`config.mk`:
```
export PLATFORM = sky130hd
export DESIGN_NAME = omce_cell
export DESIGN_NICKNAME = d
export VERILOG_FILES = /design/src/hw/rtl/omce_pkg.sv /design/src/hw/rtl/omce_cell.sv
export SDC_FILE = /design/constraint.sdc
export NUM_CORES = 1
export LEC_CHECK = 0
export BUFFER_PORTS_ARGS = -buffer_cell sky130_fd_sc_hd__buf_2
export CAP_MARGIN = 20
export CELL_PAD_IN_SITES_DETAIL_PLACEMENT = 0
export CELL_PAD_IN_SITES_GLOBAL_PLACEMENT = 1
export CORE_MARGIN = 2
export CORE_UTILIZATION = 37
export CTS_CLUSTER_DIAMETER = 200
export CTS_CLUSTER_SIZE = 8
export DETAILED_ROUTE_END_ITERATION = 10
export GPL_ROUTABILITY_DRIVEN = 0
export GPL_TIMING_DRIVEN = 0
export PLACE_DENSITY = 0.95
export SYNTH_ARGS = -nofsm -noshare
export SYNTH_HDL_FRONTEND = slang
export SYNTH_SLANG_ARGS = --single-unit
export TNS_END_PERCENT = 5
```
`constraint.sdc`:
```
create_clock -name clk -period 4.8 [get_ports clk]
set_input_delay 0.96 -clock clk [delete_from_list [all_inputs] [get_ports clk]]
set_output_delay 0.96 -clock clk [all_outputs]
set_load 0.005 [all_outputs]
```
`src/hw/rtl/omce_pkg.sv`:
```
// Shared types, codes and tree-sizing helpers for the ordered multiset block.
// No dependencies; every other file in hw/rtl imports this package.
package omce_pkg;

    localparam int KEY_W      = 31;
    localparam int SUM_W      = 63;
    localparam int TREE_RADIX = 32;

    localparam logic OP_INSERT = 1'b0;
    localparam logic OP_TAKE   = 1'b1;

    typedef enum logic [1:0] {
        STATUS_OK        = 2'd0,
        STATUS_NOT_FOUND = 2'd1,
        STATUS_FULL      = 2'd2
    } omce_status_t;

    typedef enum logic [1:0] {
        ST_IDLE,
        ST_REDUCE,
        ST_APPLY
    } omce_state_t;

    // What one cell shows its neighbors
    typedef struct packed {
        logic             valid;
        logic [KEY_W-1:0] key;
        logic             ins_pass;  // new key sorts at or before this cell
        logic             ge;        // cell is empty or its key is at or above the query
    } omce_link_t;

    // Broadcast control from the sequencer to every cell
    typedef struct packed {
        logic             do_insert;
        logic             do_take;
        logic [KEY_W-1:0] query;
    } omce_cell_ctl_t;

    // Node count of one level of the select tree; level 0 is the leaves
    function automatic int level_size(input int n, input int lvl);
        int s;
        s = n;
        for (int k = 0; k < lvl; k++) begin
            s = (s + TREE_RADIX - 1) / TREE_RADIX;
        end
        return s;
    endfunction

    // Registered levels needed to reduce n leaves to one node
    function automatic int tree_depth(input int n);
        int s;
        int d;
        s = n;
        d = 0;
        for (int k = 0; k < 32; k++) begin
            if (s > 1) begin
                s = (s + TREE_RADIX - 1) / TREE_RADIX;
                d = d + 1;
            end
        end
        return d;
    endfunction

    // Start of a level inside the flat node store (level 1 starts at 0)
    function automatic int level_offset(input int n, input int lvl);
        int off;
        off = 0;
        for (int k = 1; k < lvl; k++) begin
            off = off + level_size(n, k);
        end
        return off;
    endfunction

endpackage

```
`src/hw/rtl/omce_cell.sv`:
```
// One slot of the sorted key chain: holds a key and its valid bit and
// shifts toward either neighbor on insert or take. Depends on omce_pkg.
module omce_cell (
    input  logic                   clk,
    input  logic                   rst_n,
    input  omce_pkg::omce_cell_ctl_t ctl,
    input  omce_pkg::omce_link_t   left,
    input  omce_pkg::omce_link_t   right,
    output omce_pkg::omce_link_t   link,
    output logic                   hit
);
    import omce_pkg::*;

    logic             valid_reg;
    logic             valid_next;
    logic [KEY_W-1:0] key_reg;
    logic [KEY_W-1:0] key_next;
    logic             ins_c;
    logic             ge_c;

    // Compare the stored key against the broadcast key
    assign ins_c = !valid_reg || (key_reg > ctl.query);
    assign ge_c  = !valid_reg || (key_reg >= ctl.query);

    // Mark the first occupied slot at or above the query
    assign hit = valid_reg && ge_c && !left.ge;

    assign link.valid    = valid_reg;
    assign link.key      = key_reg;
    assign link.ins_pass = ins_c;
    assign link.ge       = ge_c;

    // Open a gap for an insert or close one after a take
    always_comb
    begin
        valid_next = valid_reg;
        key_next   = key_reg;
        if (ctl.do_insert && ins_c)
        begin
            if (!left.ins_pass)
            begin
                valid_next = 1'b1;
                key_next   = ctl.query;
            end
            else
            begin
                valid_next = left.valid;
                key_next   = left.key;
            end
        end
        else if (ctl.do_take && valid_reg && ge_c)
        begin
            valid_next = right.valid;
            key_next   = right.key;
        end
    end

    always_ff @(posedge clk or negedge rst_n)
    begin
        if (!rst_n)
        begin
            valid_reg <= 1'b0;
        end
        else
        begin
            valid_reg <= valid_next;
        end
    end

    always_ff @(posedge clk)
    begin
        key_reg <= key_next;
    end

endmodule

```
==> results of run 1 <==
-- routing by layer --
| metal | part of all wire | GRT usage | vias up |
|---|---|---|---|
| met1 | 0.42 | 0.293 | 1666 |
| met4 | 0.015 | 0.0672 | 0 |
| met5 | 0 | 0 | - |
| li1 | - | - | 1722 |
| met2 | 0.48 | 0.390 | 173 |
| met3 | 0.081 | 0.0390 | 14 |
-- stage by stage --
step / instance area [um2] / power (mW) / cells
floorplan: 3180 / 1.16 / 382
global placement: 3980 / 1.49 / 620
detailed placement: 4010 / 1.56 / 621
CTS: 4100 / 1.78 / 629
global route: 4100 / 1.92 / 629
finish: 4100 / 1.78 / 629
-- critical path: cells and delay by family --
family,cells,cell delay (ns)
and+or+nand+nor,3,0.87
adders and majority gates,1,0.34
AOI/OAI and AO/OA,2,0.41
buffers and inverters,4,0.38
-- layout make-up --
type / instances / area share
inverter: 66 / 0.0605
tap: 105 / 0.0321
multi-input combinational: 254 / 0.451
timing repair buffer: 134 / 0.169
clock buffer: 8 / 0.0220
sequential: 32 / 0.233
buffer: 30 / 0.0321
-- kinds of logic (layout without fill, tap and decap cells) --
logic type | Yosys count | after routing | share of synthesized area
AO/OA/AOI/OAI | 158 | 158 | 0.356
buffers and inverters | 96 | 238 | 0.119
AND/OR/NAND/NOR | 64 | 64 | 0.0995
flip-flops | 32 | 32 | 0.300
adder cells (fa/ha/maj) | 31 | 31 | 0.122
multiplexers | 1 | 1 | 0.00315
-- layout by cell type, fill, tap and decap left out, types with 2 or more instances in the layout --
master,synthesis,routed
buf_2,6,139
inv_1,66,66
a21oi_1,47,47
nand2_1,38,38
o22ai_1,31,31
ha_1,31,31
edfxtp_1,31,31
o211ai_1,30,30
o221a_2,30,30
clkbuf_1,19,21
nand4_1,6,6
clkbuf_8,0,6
nor2_1,5,5
o21ai_0,5,5
nand3_1,3,3
o21a_1,3,3
a31oi_1,3,3
buf_4,3,3
and3_1,2,2
and2_1,2,2
buf_1,2,2
nand2b_1,2,2
-- worst paths after layout --
check,from,to,slack [ns],depth (start not counted)
worst max-delay path,ctl[30],link[1],0.88,10
min in group clk,key_reg[30],valid_reg,0.98,4
worst min-delay path,rst_n,valid_reg,0.43,1
worst min register to register,key_reg[30],valid_reg,0.98,4
worst max register to register,key_reg[26],key_reg[16],1.79,7
max in group asynchronous,rst_n,valid_reg,4.28,1
-- report_power, final --
| group | leakage [nW] | switching (mW) | internal (mW) |
|---|---|---|---|
| registers | 0.308 | 0.0702 | 0.487 |
| clock network | 0.0455 | 0.105 | 0.117 |
| logic | 1.67 | 0.557 | 0.448 |
==> results.json, run 1 <==
{
  "status": "complete, no violations",
  "vias": 3575,
  "clock-sinks": 32,
  "yosys_warnings": 0,
  "cap_violations": 0,
  "fin_ws_ns": 0.881,
  "final_max_slew_viol_count": 0,
  "antenna_cells": 0,
  "ir_drop_v": 0.000177,
  "grt_start_max_net_pins": 17,
  "ys_types": 38,
  "avgSynthCellArea_um2": 8.33,
  "drt_iter0_drc": 267,
  "hpwl_um": 8390,
  "layout-area-overhead-vs-synth_pct": 28.7,
  "die-height_um": 96.7,
  "max_slew.worst_pin.slew_ns": 0.877,
  "initial_utilization": 0.385,
  "synth_area_leader_cell": "edfxtp_1",
  "synth_edf_count": 31,
  "setup_viol": 0,
  "ys_ff_latch": 32,
  "drive_above_1_share": 0.347,
  "min_period_ns": 3.92,
  "p_leak_nw": 2.02,
  "drc": 0,
  "critPathRequiredTime_ns": 3.84,
  "hold_viol_final": 0,
  "wl_per_cell_um": 17.1,
  "regArea_um2": 956,
  "place_ws_ns": 0.907,
  "globalRoute.totalOverflow": 0,
  "rows": 33,
  "slowest_delay_ns": 0.40,
  "cts_setup_buffers": 0,
  "insertion_delay_ns": 0.29,
  "path_class": "input pin to output port",
  "async_reset_ff_frac": 0.0313,
  "yosysSeqAreaShare": 0.300,
  "crit_fanout": 5,
  "grt_antenna_before_repair": 0,
  "cts_tree": "yes",
  "syn_inst": 382,
  "cellPowerDensity_nw_per_um2": 436,
  "cts_hold_buf": 0,
  "cts_buffers": 5,
  "yosysMostFrequentCell": "inv_1",
  "htree_levels": 2,
  "path_cells": "buf_2 > inv_1 > ha_1 > nand4_2 > nor4_4 > o21ai_0 > and3_1 > o21ai_0 > buf_4 > buf_2",
  "utilization": 0.496,
  "core-area_um2": 8260,
  "dieWidth_um": 96.7,
  "ys_top_cells_by_area": "edfxtp_1 (29%), ha_1 (12%), o221a_2 (11%), inv_1 (7.8%), a21oi_1 (7.4%)",
  "grt_pass1_wl_um": 17500,
  "end_kind": "output port",
  "first_global_vias": 3672,
  "synth_nets": 516,
  "dieArea_um2": 9360,
  "firstDrtPassIters": 4,
  "finalNetCount": 657,
  "clock_path_buffers": 2,
  "nFillCells": 820,
  "finalCritPeriodShare": 0.817,
  "worstPathArrival_ns": 2.96,
  "setup_tns_ns": 0,
  "yosys_most_used_dff": "edfxtp_1",
  "viasPerCell": 5.68,
  "io_buffer_count": 133,
  "worst_path_max_delay_cell": "nor4_4",
  "synth_area_um2": 3180,
  "skew_ns": 0.00215,
  "synth_commonest_cells": "inv_1 (66), a21oi_1 (47), nand2_1 (38)",
  "fmax_mhz": 255,
  "clkTransAtPathRegs_ns": 0.07,
  "largest_reg_flops": 31,
  "drt.antenna.violating_nets": 0,
  "multi_input_area_um2": 1850,
  "root_buffer": "clkbuf_8",
  "slew-limit-headroom": 0.415,
  "ios": 138,
  "hold_path.class": "input pin to async pin",
  "synth_top_area_frac": 0.293,
  "whs_ns": 0.432,
  "rsz0062_at_grt": "no",
  "grt_use_total": 0.227,
  "ctsResizeCount": 0,
  "critPathLaunchType": "input pin",
  "routed_wl_um": 10800
}
(Power assumes the default switching activity.)
==> run 2, diff against run 1 <==
CORE_UTILIZATION = 31   (was 37)
PLACE_DENSITY = 0.87   (was 0.95)
clock period = 3.6 ns   (was 4.8 ns; I/O delays follow)
==> run 2 against run 1 <==
  * Cell area barely moved
  * Sequential power rose by 34%
  * Combinational power is 29% higher
  * Flip-flop and latch count unchanged
  * Power grew 30%
  * Critical path type unchanged
  * First-iteration DRC count fell by 39%
  * Clock skew grew 0.0088 ns
  * Critical path depth rose by 1
==> results.json, run 2 (synthesized netlist as in run 1, its figures left out) <==
{
  "skew_ns": 0.0109,
  "hold_viol_final": 0,
  "insertion_delay_ns": 0.29,
  "clock-sinks": 32,
  "post-place-cells": 648,
  "routed_wl_um": 10900,
  "cellPowerDensity_nw_per_um2": 566,
  "grt_util_met2": 0.323,
  "path_class": "input pin to output port",
  "use_met3": 0.0353,
  "status": "complete, no violations",
  "path_cells": "buf_2 > inv_1 > ha_1 > a211oi_1 > nor2_1 > o31a_1 > o21ai_0 > and3_1 > o21ai_0 > buf_4 > buf_2",
  "max_slew.worst_pin.slew_ns": 0.799,
  "ctsResizeCount": 0,
  "grt_most_used_layer": "met2",
  "critPathLaunchType": "input pin",
  "grt_pass1_wl_um": 16900,
  "worst_path_max_delay_cell": "ha_1",
  "fmax_mhz": 295,
  "end_kind": "output port",
  "power.share.combinational": 0.557,
  "crit_fanout": 3,
  "root_buffer": "clkbuf_8",
  "finalCritPeriodShare": 0.941,
  "clkTransAtPathRegs_ns": 0.07,
  "clock_path_buffers": 2,
  "finalNetCount": 656,
  "swShare": 0.417,
  "die-height_um": 105,
  "worstPathArrival_ns": 2.67,
  "hpwl_um": 8460,
  "placed_area_um2": 4020,
  "grt_antenna_before_repair": 0,
  "drive_above_1_share": 0.346,
  "whs_ns": 0.194,
  "slew-limit-headroom": 0.467,
  "htree_levels": 2,
  "final_max_slew_viol_count": 0,
  "slowest_delay_ns": 0.31,
  "drt_iter0_drc": 163,
  "cp_num_buf_inv": 4,
  "cap_violations": 0,
  "wl_per_cell_um": 16.7,
  "globalRoute.totalOverflow": 0,
  "ir_drop_v": 0.000185,
  "p_leak_nw": 2.00,
  "layout-area-overhead-vs-synth_pct": 28.7,
  "first_global_vias": 3441,
  "critPathRequiredTime_ns": 2.88,
  "io_buffer_count": 133,
  "min_period_ns": 3.39,
  "mostFrequentLayoutCell": "buf_2",
  "dieWidth_um": 105,
  "met1_usage": 0.250,
  "cts_buffers": 5,
  "rows": 36,
  "viasPerCell": 5.33,
  "grt_start_max_net_pins": 32,
  "initial_utilization": 0.323,
  "setup_viol": 0,
  "drc": 0,
  "p_seq_frac": 0.323,
  "p_int_mw": 1.35,
  "p_clk_frac": 0.120,
  "cts_hold_buf": 0,
  "power.switching_mw": 0.968,
  "cts_tree": "yes",
  "largest_reg_flops": 31,
  "firstDrtPassIters": 4,
  "drt.antenna.violating_nets": 0,
  "final_area_um2": 4100,
  "vias": 3498,
  "dieArea_um2": 11100,
  "antenna_cells": 0,
  "p_total_mw": 2.32,
  "cts_setup_buffers": 0,
  "hold_path.class": "input pin to async pin",
  "grt_use_total": 0.191,
  "core-area_um2": 9860,
  "rsz0062_at_grt": "no",
  "final_cell_mix": "buf_2 (139), inv_1 (66), a21oi_1 (47)",
  "r2r_slack_ns": 0.79,
  "critPathTopFamily": "compound AO/OA/AOI/OAI gates",
  "ios": 138,
  "final_cells": 656
}
[run 2: cell types whose count changed in the layout (fill, tap and decap cells not counted), sizes merged]
cell / change
buf: -1
clkbuf: -1
clkinv: +1
[run 2: final cells by class]
| type | instances | area, um2 |
|---|---|---|
| Clock inverter | 1 | 3.75 |
| Clock buffer | 7 | 76.3 |
| Sequential cell | 32 | 956 |
| Inverter | 66 | 248 |
| Buffer | 30 | 131 |
| Tap cell | 133 | 166 |
| Multi-Input combinational cell | 254 | 1850 |
| Fill cell | 1035 | 5770 |
| Timing Repair Buffer | 133 | 666 |
[run 2: worst register-to-register path, stage by stage (launching register included)]
cell and delay, ns:
edfxtp_1 0.42, ha_1 0.32, nand4_1 0.22, nor4_2 0.47, nand2_1 0.17, nand3_1 0.15
and2_2 0.69
[run 2: worst paths after layout]
path                       depth (start not counted)   startpoint           to
setup / recovery                                  11       ctl[4]      link[1]
hold / removal                                     1        rst_n    valid_reg
setup reg to reg                                   6  key_reg[13]  key_reg[20]
hold reg to reg                                    4  key_reg[30]    valid_reg
max in group asynchronous                          1        rst_n    valid_reg
min in group clk                                   2    right[14]  key_reg[12]
[run 2: metrics by stage]
stage          worst slack (ns)  TNS [ns]   util
2_1_floorplan             0.575         0      -
3_3_place_gp             -0.111     -3.41  0.407
3_5_place_dp              0.217         0  0.407
4_1_cts                   0.213         0  0.415
5_1_grt                  0.0655         0  0.415
6_report                  0.212         0  0.415
[run 2: routing by layer]
metal	up-vias	part of all wire
li1	1726	-
met3	12	0.072
met4	0	0.014
met1	1628	0.45
met5	-	0
met2	132	0.46
[run 2: power groups by stage]
stage                     Clock (mW)  Sequential, mW  Combinational, mW
after detailed placement           0           0.756               1.29
after global routing           0.295           0.767               1.44
after floorplan                    0           0.749              0.799
after CTS                      0.280           0.749               1.29
final                          0.278           0.749               1.29
after global placement             0           0.755               1.24
